File: config.mk
export PLATFORM = sky130hd
export DESIGN_NAME = drawer_dispense_controller_flat
export DESIGN_NICKNAME = d
export VERILOG_FILES = /design/src/hdl/ddc_pkg.sv /design/src/hdl/ddc_if.sv /design/src/hdl/ddc_front.sv /design/src/hdl/ddc_queue.sv /design/src/hdl/ddc_back.sv /design/src/hdl/drawer_dispense_controller.sv /design/src/flat_wrapper.sv
export SDC_FILE = /design/constraint.sdc
export NUM_CORES = 1
export LEC_CHECK = 0
export BUFFER_PORTS_ARGS = -buffer_cell sky130_fd_sc_hd__buf_2
export CORE_MARGIN = 2
export CORE_UTILIZATION = 58
export CTS_BUF_LIST = sky130_fd_sc_hd__clkbuf_4 sky130_fd_sc_hd__clkbuf_8 sky130_fd_sc_hd__clkbuf_16
export DETAILED_ROUTE_END_ITERATION = 16
export HOLD_SLACK_MARGIN = 0.15
export PLACE_DENSITY_LB_ADDON = 0.3
export SETUP_SLACK_MARGIN = 0.3
export SLEW_MARGIN = 20
export SYNTH_ARGS = -nofsm -noshare
export SYNTH_HDL_FRONTEND = slang
export SYNTH_SLANG_ARGS = --single-unit
File: constraint.sdc
create_clock -name clock -period 4 [get_ports clock]
set_input_delay 0.4 -clock clock [delete_from_list [all_inputs] [get_ports clock]]
set_output_delay 0.4 -clock clock [all_outputs]
set_load 0.01 [all_outputs]
File: src/hdl/ddc_pkg.sv
// shared types and constants of the drawer dispense controller
`default_nettype none

package ddc_pkg;

   typedef enum logic [1:0] {
      OP_PACKET       = 2'd0,
      OP_CLOSED_LIMIT = 2'd1,
      OP_OPEN_LIMIT   = 2'd2,
      OP_TRAY_CHANGE  = 2'd3
   } opcode_type;

   // status mask bits
   localparam logic [7:0] ST_STANDBY = 8'h01;
   localparam logic [7:0] ST_DISPENSE = 8'h02;
   localparam logic [7:0] ST_RETRACT = 8'h04;
   localparam logic [7:0] ST_OPEN = 8'h08;
   localparam logic [7:0] ST_CLOSED = 8'h10;
   localparam logic [7:0] ST_FILLED = 8'h20;
   localparam logic [7:0] ST_EMPTY = 8'h40;

   localparam logic [7:0] ST_RESET = ST_STANDBY | ST_CLOSED;

   localparam logic [7:0] PKT_READ = 8'd1;
   localparam logic [7:0] PKT_WRITE = 8'd2;

   localparam logic [7:0] SUB_STATUS = 8'd1;
   localparam logic [7:0] SUB_DISPENSE = 8'd1;
   localparam logic [7:0] SUB_RETRACT = 8'd2;
   localparam logic [7:0] SUB_CHANGE_ID = 8'd4;
   localparam logic [7:0] SUB_LED = 8'd5;

   localparam logic [7:0] LED_OFF = 8'd0;
   localparam logic [7:0] LED_ON = 8'd1;
   localparam logic [7:0] LED_TOGGLE = 8'd2;

   localparam logic [7:0] MIN_ARG_LEN = 8'd2;

   localparam logic [7:0] SYNC_BYTE = 8'hFF;
   localparam logic [7:0] REPLY_LEN_BYTE = 8'h02;
   localparam logic [7:0] RESET_ID = 8'hFE;

   // position of the reply bytes
   localparam logic [2:0] BYTE_SYNC0 = 3'd0;
   localparam logic [2:0] BYTE_SYNC1 = 3'd1;
   localparam logic [2:0] BYTE_ID = 3'd2;
   localparam logic [2:0] BYTE_LEN = 3'd3;
   localparam logic [2:0] BYTE_STATUS = 3'd4;
   localparam logic [2:0] BYTE_CHECK = 3'd5;

   // snapshot of one item after its state update
   typedef struct packed {
      logic       reply;
      logic [7:0] device_id;
      logic [7:0] status;
      logic       fwd_pin;
      logic       rev_pin;
      logic       led;
   } job_type;

endpackage

`default_nettype wire

File: src/hdl/ddc_if.sv
// handshake channels of the drawer dispense controller
`default_nettype none

interface ddc_req_if import ddc_pkg::*; ();
   logic       valid;
   logic       ready;
   logic [1:0] opcode;
   logic [7:0] pkt_id;
   logic [7:0] pkt_type;
   logic [7:0] payload_len;
   logic [7:0] payload_first;
   logic [7:0] payload_second;

   modport source (output valid, opcode, pkt_id, pkt_type, payload_len, payload_first,
                   payload_second, input ready);
   modport sink (input valid, opcode, pkt_id, pkt_type, payload_len, payload_first,
                 payload_second, output ready);
endinterface

interface ddc_rsp_if import ddc_pkg::*; ();
   logic       valid;
   logic       ready;
   logic       reply_valid;
   logic [7:0] reply_byte;
   logic       last;
   logic       motor_fwd_pin;
   logic       motor_rev_pin;
   logic       led_on;
   logic [7:0] status_mask;

   modport source (output valid, reply_valid, reply_byte, last, motor_fwd_pin,
                   motor_rev_pin, led_on, status_mask, input ready);
   modport sink (input valid, reply_valid, reply_byte, last, motor_fwd_pin,
                 motor_rev_pin, led_on, status_mask, output ready);
endinterface

`default_nettype wire

File: src/hdl/ddc_front.sv
// front end: accepts items, updates drawer state and queues a snapshot
`default_nettype none

module ddc_front import ddc_pkg::*; (
   input  wire logic clock,
   input  wire logic reset,
   ddc_req_if.sink   req,
   input  wire logic queue_full,
   output logic      push,
   output job_type   push_job
);

   logic [7:0] status_ff, status_in;
   logic [7:0] id_ff, id_in;
   logic       fwd_ff, fwd_in;
   logic       rev_ff, rev_in;
   logic       led_ff, led_in;
   logic       reply;
   logic       for_us;

   assign req.ready = !queue_full;
   assign push = req.valid && req.ready;
   assign for_us = (req.pkt_id == id_ff) && (req.payload_len != 8'd0);

   always_comb begin
      status_in = status_ff;
      id_in = id_ff;
      fwd_in = fwd_ff;
      rev_in = rev_ff;
      led_in = led_ff;
      reply = 1'b0;
      case (opcode_type'(req.opcode))
         OP_CLOSED_LIMIT: begin
            if (status_ff == ST_RETRACT) begin
               fwd_in = 1'b1;
               rev_in = 1'b1;
               status_in = ST_STANDBY | ST_CLOSED;
            end
         end
         OP_OPEN_LIMIT: begin
            if (status_ff == ST_DISPENSE) begin
               fwd_in = 1'b1;
               rev_in = 1'b1;
               status_in = ST_STANDBY | ST_OPEN;
            end
         end
         OP_TRAY_CHANGE: begin
            if (status_ff == (ST_STANDBY | ST_CLOSED)) begin
               status_in = ST_STANDBY | ST_CLOSED | ST_FILLED;
            end else if (status_ff == (ST_STANDBY | ST_OPEN)) begin
               status_in = ST_STANDBY | ST_OPEN | ST_EMPTY;
            end
         end
         OP_PACKET: begin
            if (for_us && req.pkt_type == PKT_READ) begin
               reply = (req.payload_first == SUB_STATUS);
            end else if (for_us && req.pkt_type == PKT_WRITE) begin
               case (req.payload_first)
                  SUB_DISPENSE: begin
                     if (status_ff == (ST_STANDBY | ST_CLOSED | ST_FILLED)) begin
                        status_in = ST_DISPENSE;
                        rev_in = 1'b1;
                        fwd_in = 1'b0;
                     end
                  end
                  SUB_RETRACT: begin
                     if (status_ff == (ST_STANDBY | ST_OPEN | ST_EMPTY)) begin
                        status_in = ST_RETRACT;
                        fwd_in = 1'b1;
                        rev_in = 1'b0;
                     end
                  end
                  SUB_CHANGE_ID: begin
                     if (req.payload_len >= MIN_ARG_LEN) begin
                        id_in = req.payload_second;
                     end
                  end
                  SUB_LED: begin
                     if (req.payload_len >= MIN_ARG_LEN) begin
                        case (req.payload_second)
                           LED_OFF:    led_in = 1'b0;
                           LED_ON:     led_in = 1'b1;
                           LED_TOGGLE: led_in = !led_ff;
                           default:    led_in = led_ff;
                        endcase
                     end
                  end
                  default: begin
                     status_in = status_ff;
                  end
               endcase
            end
         end
         default: begin
            status_in = status_ff;
         end
      endcase
   end

   always_ff @(posedge clock) begin
      if (reset) begin
         status_ff <= ST_RESET;
         id_ff <= RESET_ID;
         fwd_ff <= 1'b1;
         rev_ff <= 1'b1;
         led_ff <= 1'b0;
      end else if (push) begin
         status_ff <= status_in;
         id_ff <= id_in;
         fwd_ff <= fwd_in;
         rev_ff <= rev_in;
         led_ff <= led_in;
      end
   end

   always_comb begin
      push_job.reply = reply;
      push_job.device_id = id_in;
      push_job.status = status_in;
      push_job.fwd_pin = fwd_in;
      push_job.rev_pin = rev_in;
      push_job.led = led_in;
   end

endmodule

`default_nettype wire

File: src/hdl/ddc_queue.sv
// short queue of state snapshots between front and back
`default_nettype none

module ddc_queue import ddc_pkg::*; #(
   parameter int DEPTH = 2
) (
   input  wire logic    clock,
   input  wire logic    reset,
   input  wire logic    push,
   input  wire job_type push_job,
   output logic         full,
   input  wire logic    pop,
   output job_type      pop_job,
   output logic         empty
);

   localparam int PTR_W = (DEPTH > 1) ? $clog2(DEPTH) : 1;
   localparam int CNT_W = $clog2(DEPTH + 1);
   localparam logic [PTR_W-1:0] PTR_LAST = PTR_W'(DEPTH - 1);
   localparam logic [CNT_W-1:0] CNT_FULL = CNT_W'(DEPTH);

   job_type          slot_ff [DEPTH];
   logic [PTR_W-1:0] wr_ptr_ff, wr_ptr_in;
   logic [PTR_W-1:0] rd_ptr_ff, rd_ptr_in;
   logic [CNT_W-1:0] count_ff, count_in;

   assign full = (count_ff == CNT_FULL);
   assign empty = (count_ff == '0);
   assign pop_job = slot_ff[rd_ptr_ff];

   always_comb begin
      wr_ptr_in = wr_ptr_ff;
      rd_ptr_in = rd_ptr_ff;
      count_in = count_ff;
      if (push) begin
         wr_ptr_in = (wr_ptr_ff == PTR_LAST) ? '0 : wr_ptr_ff + 1'b1;
      end
      if (pop) begin
         rd_ptr_in = (rd_ptr_ff == PTR_LAST) ? '0 : rd_ptr_ff + 1'b1;
      end
      if (push && !pop) begin
         count_in = count_ff + 1'b1;
      end else if (pop && !push) begin
         count_in = count_ff - 1'b1;
      end
   end

   always_ff @(posedge clock) begin
      if (reset) begin
         wr_ptr_ff <= '0;
         rd_ptr_ff <= '0;
         count_ff <= '0;
      end else begin
         wr_ptr_ff <= wr_ptr_in;
         rd_ptr_ff <= rd_ptr_in;
         count_ff <= count_in;
      end
   end

   always_ff @(posedge clock) begin
      if (push) begin
         slot_ff[wr_ptr_ff] <= push_job;
      end
   end

endmodule

`default_nettype wire

File: src/hdl/ddc_back.sv
// back end: turns queued snapshots into result items, six for a status reply
`default_nettype none

module ddc_back import ddc_pkg::*; (
   input  wire logic    clock,
   input  wire logic    reset,
   input  wire logic    empty,
   input  wire job_type pop_job,
   output logic         pop,
   ddc_rsp_if.source    rsp
);

   job_type    job_ff, job_in;
   logic       active_ff, active_in;
   logic [2:0] idx_ff, idx_in;
   logic       out_valid_ff, out_valid_in;
   logic       out_reply_ff, out_reply_in;
   logic [7:0] out_byte_ff, out_byte_in;
   logic       out_last_ff, out_last_in;
   job_type    out_job_ff, out_job_in;
   logic       advance;
   logic [7:0] check;
   logic [7:0] sel_byte;
   logic [2:0] sel_idx;
   job_type    sel_job;

   assign advance = !out_valid_ff || rsp.ready;
   assign pop = advance && !active_ff && !empty;

   assign sel_job = active_ff ? job_ff : pop_job;
   assign sel_idx = active_ff ? idx_ff : BYTE_SYNC0;
   assign check = ~(sel_job.device_id + REPLY_LEN_BYTE + sel_job.status);

   always_comb begin
      case (sel_idx)
         BYTE_SYNC0:  sel_byte = SYNC_BYTE;
         BYTE_SYNC1:  sel_byte = SYNC_BYTE;
         BYTE_ID:     sel_byte = sel_job.device_id;
         BYTE_LEN:    sel_byte = REPLY_LEN_BYTE;
         BYTE_STATUS: sel_byte = sel_job.status;
         BYTE_CHECK:  sel_byte = check;
         default:     sel_byte = 8'd0;
      endcase
   end

   always_comb begin
      job_in = job_ff;
      active_in = active_ff;
      idx_in = idx_ff;
      out_valid_in = out_valid_ff;
      out_reply_in = out_reply_ff;
      out_byte_in = out_byte_ff;
      out_last_in = out_last_ff;
      out_job_in = out_job_ff;
      if (advance) begin
         if (active_ff) begin
            out_valid_in = 1'b1;
            out_reply_in = 1'b1;
            out_byte_in = sel_byte;
            out_last_in = (idx_ff == BYTE_CHECK);
            out_job_in = job_ff;
            idx_in = idx_ff + 1'b1;
            active_in = (idx_ff != BYTE_CHECK);
         end else if (!empty) begin
            job_in = pop_job;
            out_valid_in = 1'b1;
            out_job_in = pop_job;
            if (pop_job.reply) begin
               out_reply_in = 1'b1;
               out_byte_in = sel_byte;
               out_last_in = 1'b0;
               active_in = 1'b1;
               idx_in = BYTE_SYNC1;
            end else begin
               out_reply_in = 1'b0;
               out_byte_in = 8'd0;
               out_last_in = 1'b1;
            end
         end else begin
            out_valid_in = 1'b0;
         end
      end
   end

   always_ff @(posedge clock) begin
      if (reset) begin
         active_ff <= 1'b0;
         idx_ff <= BYTE_SYNC0;
         out_valid_ff <= 1'b0;
      end else begin
         active_ff <= active_in;
         idx_ff <= idx_in;
         out_valid_ff <= out_valid_in;
      end
   end

   always_ff @(posedge clock) begin
      job_ff <= job_in;
      out_reply_ff <= out_reply_in;
      out_byte_ff <= out_byte_in;
      out_last_ff <= out_last_in;
      out_job_ff <= out_job_in;
   end

   assign rsp.valid = out_valid_ff;
   assign rsp.reply_valid = out_reply_ff;
   assign rsp.reply_byte = out_byte_ff;
   assign rsp.last = out_last_ff;
   assign rsp.motor_fwd_pin = out_job_ff.fwd_pin;
   assign rsp.motor_rev_pin = out_job_ff.rev_pin;
   assign rsp.led_on = out_job_ff.led;
   assign rsp.status_mask = out_job_ff.status;

endmodule

`default_nettype wire

File: src/hdl/drawer_dispense_controller.sv
// an accepted item is registered in the snapshot queue and then in the back end's output registers
// throughput, while rsp.ready is high: one item a cycle when no reply is sent; a status
// read holds the reply serializer in the back end for its six reply bytes, one byte a cycle
// the front end stalls only when the snapshot queue (QUEUE_DEPTH entries) is full
// reset: status standby and closed, id 0xFE, both motor pins high, led off, queue empty
`default_nettype none

module drawer_dispense_controller import ddc_pkg::*; #(
   parameter int QUEUE_DEPTH = 2
) (
   input wire logic  clock,
   input wire logic  reset,
   ddc_req_if.sink   req,
   ddc_rsp_if.source rsp
);

   logic    push;
   job_type push_job;
   logic    full;
   logic    pop;
   job_type pop_job;
   logic    empty;

   ddc_front u_front (
      .clock      (clock),
      .reset      (reset),
      .req        (req),
      .queue_full (full),
      .push       (push),
      .push_job   (push_job)
   );

   ddc_queue #(
      .DEPTH (QUEUE_DEPTH)
   ) u_queue (
      .clock    (clock),
      .reset    (reset),
      .push     (push),
      .push_job (push_job),
      .full     (full),
      .pop      (pop),
      .pop_job  (pop_job),
      .empty    (empty)
   );

   ddc_back u_back (
      .clock   (clock),
      .reset   (reset),
      .empty   (empty),
      .pop_job (pop_job),
      .pop     (pop),
      .rsp     (rsp)
   );

endmodule

`default_nettype wire

File: src/flat_wrapper.sv
// flat-port wrapper written by rule: the top's interface ports become plain ports
module drawer_dispense_controller_flat import ddc_pkg::*;
#(
   parameter int QUEUE_DEPTH = 2
)
  (clock, reset, req_valid, req_opcode, req_pkt_id, req_pkt_type, req_payload_len, req_payload_first, req_payload_second, req_ready, rsp_valid, rsp_reply_valid, rsp_reply_byte, rsp_last, rsp_motor_fwd_pin, rsp_motor_rev_pin, rsp_led_on, rsp_status_mask, rsp_ready);
  ddc_req_if req_i ();
  ddc_rsp_if rsp_i ();
  input wire logic clock;
  input wire logic reset;
  input wire logic [$bits(req_i.valid)-1:0] req_valid;
  input wire logic [$bits(req_i.opcode)-1:0] req_opcode;
  input wire logic [$bits(req_i.pkt_id)-1:0] req_pkt_id;
  input wire logic [$bits(req_i.pkt_type)-1:0] req_pkt_type;
  input wire logic [$bits(req_i.payload_len)-1:0] req_payload_len;
  input wire logic [$bits(req_i.payload_first)-1:0] req_payload_first;
  input wire logic [$bits(req_i.payload_second)-1:0] req_payload_second;
  output wire logic [$bits(req_i.ready)-1:0] req_ready;
  output wire logic [$bits(rsp_i.valid)-1:0] rsp_valid;
  output wire logic [$bits(rsp_i.reply_valid)-1:0] rsp_reply_valid;
  output wire logic [$bits(rsp_i.reply_byte)-1:0] rsp_reply_byte;
  output wire logic [$bits(rsp_i.last)-1:0] rsp_last;
  output wire logic [$bits(rsp_i.motor_fwd_pin)-1:0] rsp_motor_fwd_pin;
  output wire logic [$bits(rsp_i.motor_rev_pin)-1:0] rsp_motor_rev_pin;
  output wire logic [$bits(rsp_i.led_on)-1:0] rsp_led_on;
  output wire logic [$bits(rsp_i.status_mask)-1:0] rsp_status_mask;
  input wire logic [$bits(rsp_i.ready)-1:0] rsp_ready;
  assign req_i.valid = req_valid;
  assign req_i.opcode = req_opcode;
  assign req_i.pkt_id = req_pkt_id;
  assign req_i.pkt_type = req_pkt_type;
  assign req_i.payload_len = req_payload_len;
  assign req_i.payload_first = req_payload_first;
  assign req_i.payload_second = req_payload_second;
  assign req_ready = req_i.ready;
  assign rsp_valid = rsp_i.valid;
  assign rsp_reply_valid = rsp_i.reply_valid;
  assign rsp_reply_byte = rsp_i.reply_byte;
  assign rsp_last = rsp_i.last;
  assign rsp_motor_fwd_pin = rsp_i.motor_fwd_pin;
  assign rsp_motor_rev_pin = rsp_i.motor_rev_pin;
  assign rsp_led_on = rsp_i.led_on;
  assign rsp_status_mask = rsp_i.status_mask;
  assign rsp_i.ready = rsp_ready;
  drawer_dispense_controller #(.QUEUE_DEPTH(QUEUE_DEPTH)) u_core (.clock(clock), .reset(reset), .req(req_i), .rsp(rsp_i));
endmodule
Yosys cells after proc, flatten, opt, wreduce, memory -nomap -nowiden:

Memories as Yosys holds them, arrays and structs flattened. A register that Yosys moved wholly into a read port is not among the register bits.
Index checks and enable logic that the tools add are counted.
W data, S select, Z words.

* bitwise gates (word level): 3
* equal/unequal tests: 27
* muxes and demuxes: 67
* magnitude comparators: 1
* reductions and logical operators: 27
* $add $sub $neg: 7

Operators with widths (number)
* $mux W8: 16
* $pmux W8 S5: 1
* $mux W1: 34
* $eq A8 B2 Y1 const B: 4
* $pmux W8 S4: 1
* $eq A8 B1 Y1 const B: 3
* $eq A8 B3 Y1 const B: 3
* $mux W11: 2
* $mux W19: 1
* $pmux W8 S2: 1
* $mux W3: 4
* $eq A3 B3 Y1 const B: 3
* $pmux W1 S3: 3
* $add A8 B2 Y8 const B: 1
* $add A8 B8 Y8: 1
* $eq A8 B4 Y1 const B: 1
* $eq A8 B5 Y1 const B: 1
* $eq A8 B6 Y1 const B: 1
* $eq A8 B7 Y1 const B: 1
* $eq A8 B8 Y1: 1
* $ge A8 B2 Y1 const B: 1
* $logic_and A1 B1 Y1: 8
* $logic_not A8 Y1: 1
* $not A8 Y8: 1
* other kinds (22): 38

* memory bits (writable): 40
* memories kept: 1
* word-level logic and storage cells: 156
* output and inout port bits: 23
* register bits: 68
* input bits: 46

Memory list
* u_core.u_queue.slot_ff: words 2, width 20, rd ports 1, clocked after Yosys merged registers in 1, wr ports 1, line ddc_queue.sv:22 `job_type slot_ff [DEPTH];`

Logic depth before layout (Yosys ltp):

* depth in word-level cells: 8
* gate-level depth with buffers: 14
* mapped depth without buffers: 12

Modules after synthesis:

From an unflattened synthesis, not the netlist that was laid out.

* cell total of the unflattened synthesis: 467
* area, all modules: 5590.4 um^2

By module, submodules not included
* ddc_back: area each 2279.7 um^2, instances 1, cells each 173, seq. area each 1301.2 um^2
* ddc_front: area each 1666.6 um^2, instances 1, cells each 210, seq. area each 380.4 um^2
* ddc_queue: area each 1644.1 um^2, instances 1, cells each 84, seq. area each 1301.2 um^2

Worst setup path before layout:

No wires, ideal clock.

* kind: register -> register
* start: reg with a tool-made name
* end: reg u_core.u_back.out_byte_ff[7] (netlist: u_core.u_back.rsp.reply_byte[7]) (data pin)
* data arrival time: 3.356 ns
* required time: 3.741 ns
* stages on the path, launching flop included: 13
* library setup time: 0.259 ns
* slack: 0.385 ns
* period minus slack after synthesis: 3.615 ns
* path buffers: 2
* path through: dfxtp_1 -> buf_1 -> clkbuf_1 -> mux2_2 -> mux2_2 -> ha_1 -> fa_1 -> a211oi_1 -> o21bai_1 -> a21oi_1 -> xor2_1 -> a211oi_1 -> nor2_1

RTL lines
* to (signal assigned): line ddc_back.sv:100 `out_byte_ff <= out_byte_in;`
* to (decl): line ddc_back.sv:18 `logic [7:0] out_byte_ff, out_byte_in;`

==> impl_metrics.py <==
metrics = {
    "run_status": {
        "status": "finished, final reports clean",
    },
    "timing": {
        "fin_crit_sh_pct": 84.0,
        "fmax_mhz": 297,
        "finalHoldViolCount": 0,
        "rsz0062_at_grt": "false",
        "worst_pin_slew_ps": 877,
        "slew_violations": 0,
        "setup_viol": 0,
        "final.setup_skew_ps": 11.9,
        "max_slew_margin_pct": 41.5,
        "period_minus_slack_ps": 3360,
        "tns_ps": 0,
    },
    "cells_and_area": {
        "final_cells": 648,
        "antenna_cells": 0,
        "register_area_um2": 2980,
        "final_common_cell": "edfxtp_1",
        "nNetsFinal": 599,
        "area_growth_pct": 11.7,
        "fill_cells": 708,
        "layout_common_cells": "edfxtp_1 (80), buf_2 (68), mux2_2 (40), a21oi_1 (40), nor2_1 (35)",
        "drive_gt1_share_pct": 26.4,
        "multi_input_area_um2": 2330,
        "final_util_pct": 66.3,
    },
    "detailed_routing": {
        "wl_met2_um": 5610,
        "avgViaCountPerCell": 5.96,
        "drtIter0Drc": 168,
        "num_vias": 3861,
        "wl_met3_um": 509,
        "topRoutingLayerUsed": "met4",
        "m1WireLength_um": 4960,
        "drt_first_pass_iters": 7,
        "drcViolationCount": 0,
        "antenna_left": 0,
        "routed_wl_um": 11200,
        "wl_per_cell_um": 17.3,
    },
    "grt": {
        "grt_pass1_vias": 3885,
        "grt_start_max_net_pins": 35,
        "grt.total_usage_pct": 24.0,
        "antenna_found_initial": 0,
        "grt_pass1_wl_um": 18900,
        "grt_overflow": 0,
    },
    "cts": {
        "cts.sinks": 109,
        "cts_buffers": 9,
        "insertion_delay_ps": 370,
        "htree_levels": 3,
        "cts.clk_slew.worst_paths_ps": 110,
        "clockBufferDepth": 2,
        "cts_tree": "built",
        "ctsHoldBuffers": 0,
        "root_buffer": "clkbuf_8",
    },
    "synthesis": {
        "synth_cell_types": 62,
        "syn_inst": 467,
        "ys_warn_count": 0,
        "synth_edf_count": 80,
        "synth_area_um2": 5430,
        "synth_seq_cells": 109,
        "synth_ff_type": "edfxtp_1",
        "synth_area_per_cell_um2": 11.6,
        "ys_seq_area_share_pct": 54.9,
        "async_reset_ff_share_pct": 0,
        "syn_nets": 534,
    },
    "pwr": {
        "p_leak_uw": 0.00220,
        "pwr-share-comb_pct": 36.2,
        "internal_power_uw": 2380,
        "peakVddDrop_mv": 0.243,
        "switching_power_uw": 1300,
        "clkPwrFrac_pct": 16.9,
        "seqPwrFrac_pct": 46.9,
        "p_sw_share_pct": 35.2,
        "powerDensity_nw_per_um2": 607,
    },
    "setup_path": {
        "arrival_ps": 3480,
        "end_kind": "flop",
        "cp_data_required_time_ps": 4120,
        "worst_setup_path_start_kind": "flop",
        "path_max_fanout": 15,
        "worst-r2r-cell-count": 11,
        "critical_path_class": "flop to flop",
    },
    "floorplanning": {
        "initial_core_util_pct": 59.4,
        "chipWidth_um": 101,
        "core_um2": 9150,
        "num_io_pins": 69,
        "rows": 35,
        "die_h_um": 101,
        "dieArea_um2": 10200,
    },
    "min_path": {
        "hold_path_class": "primary input to flop",
        "whs_path_depth": 3,
    },
    "flow_run": {
        "maxCapViolations": 0,
    },
    "placed_design": {
        "hpwl_um": 8180,
        "gp_congestion": 0.854,
        "io_buffers": 68,
        "placed_cells": 632,
    },
}
==> logic make-up (layout without fill, tap and decap cells) <==
| kind of cell | after synthesis | after routing | share of synthesized area [%] |
|---|---|---|---|
| buffers and inverters | 33 | 103 | 2.37 |
| adders and majority gates | 21 | 21 | 4.97 |
| muxes | 46 | 46 | 9.39 |
| and+or+nand+nor | 140 | 140 | 13.8 |
| AOI/OAI and AO/OA | 101 | 101 | 11.6 |
| xor gates and xnor gates | 17 | 17 | 2.99 |
| DFF | 109 | 109 | 54.9 |
==> through the flow <==
stage,hold WS [ps],area [um^2],power [uW],setup slack [ps]
after floorplan,451,5430,2660,385
after detailed placement,475,5880,3070,500
after global placement,460,5880,3020,533
after global routing,329,6070,3930,455
after CTS,310,6070,3700,439
final,327,6070,3680,638
==> final timing paths <==
kind	to	start	slack, ps
worst min register to register	u_core.u_front.led_ff	u_core.u_front.led_ff	490
worst min-delay path	u_core.u_front.id_ff[3]	req_payload_second[3]	330
worst max-delay path	u_core.u_back.rsp.reply_byte[7]	flop	640
worst max register to register	u_core.u_back.rsp.reply_byte[7]	flop	640
==> synthesized netlist by cell type (2+ instances only) <==
cell type  number  share of area, %
mux2i_1         6               1.1
o211ai_1        4              0.55
dfxtp_1        29                11
a211oi_1        6              0.83
o31ai_1         2              0.28
nand4_1         3              0.35
o21a_1          3              0.41
buf_1           3              0.21
o21ai_0        20               1.8
nor2_1         36               2.5
a21oi_1        40               3.7
mux2_2         40               8.3
or3_1           2              0.23
xor2_1          4              0.64
nor4bb_1        2              0.37
nand3_1        10              0.92
a41oi_1         3              0.48
a31oi_1         2              0.23
clkbuf_1       14              0.97
nor2b_1         4              0.46
inv_1          13              0.90
xnor2_1        12               1.9
nand2_1        26               1.8
nor3_1         21               1.9
ha_1           20               4.6
o311a_1         2              0.37
and3_1          2              0.23
nor3b_1         4              0.55
edfxtp_1       80                44
or2_2           2              0.23
nand2b_1       11               1.3
and4_1          2              0.32
or4_1           2              0.28
a21o_1          9               1.2
==> critical path, stage by stage (launching register included) <==
cell,delay [ps]
dfxtp_2,550
mux2_2,410
mux2_2,270
ha_1,200
ha_1,220
fa_1,450
a211oi_1,360
o21bai_1,120
a21oi_1,180
xor2_1,80
a211oi_1,240
nor2_1,60
==> power groups by stage <==
stage	Combinational [uW]	Sequential (uW)	Clock, uW
finish	1330	1720	624
floorplan	894	1760	0
global route	1490	1760	682
global placement	1280	1740	0
detailed placement	1320	1750	0
CTS	1330	1730	636
==> what timing repair did <==
item	CTS	global route
setup buffers	0	0
resized for setup	0	1
endpoints found under the setup margin	0	1
hold endpoints to repair	0	0
==> layout make-up <==
type,instances,share of cell area (%)
flip-flops and latches,109,49.2
multi-input cells,325,38.4
repair buffers,73,6.23
well taps,111,2.29
clock buffers,10,2.17
clock inverters,6,0.866
inverters,14,0.866
==> layer usage <==
layer,up-vias,GRT usage [%]
met4,0,7.90
met3,11,3.81
li1,1875,-
met2,114,41.6
met5,-,0
met1,1861,30.8
==> registers in the layout (all words and copies together) (netlist names), 2 cells and up, named ones only <==
signal	flops
u_core.u_back.idx_ff	3
u_core.u_back.rsp.reply_byte	8
u_core.u_front.id_ff	8
u_core.u_back.rsp.status_mask	8
u_core.u_back.job_ff	19
u_core.u_front.status_ff	8
u_core.u_queue.slot_ff	40
u_core.u_queue.count_ff	2
(Power assumes the default switching activity.)
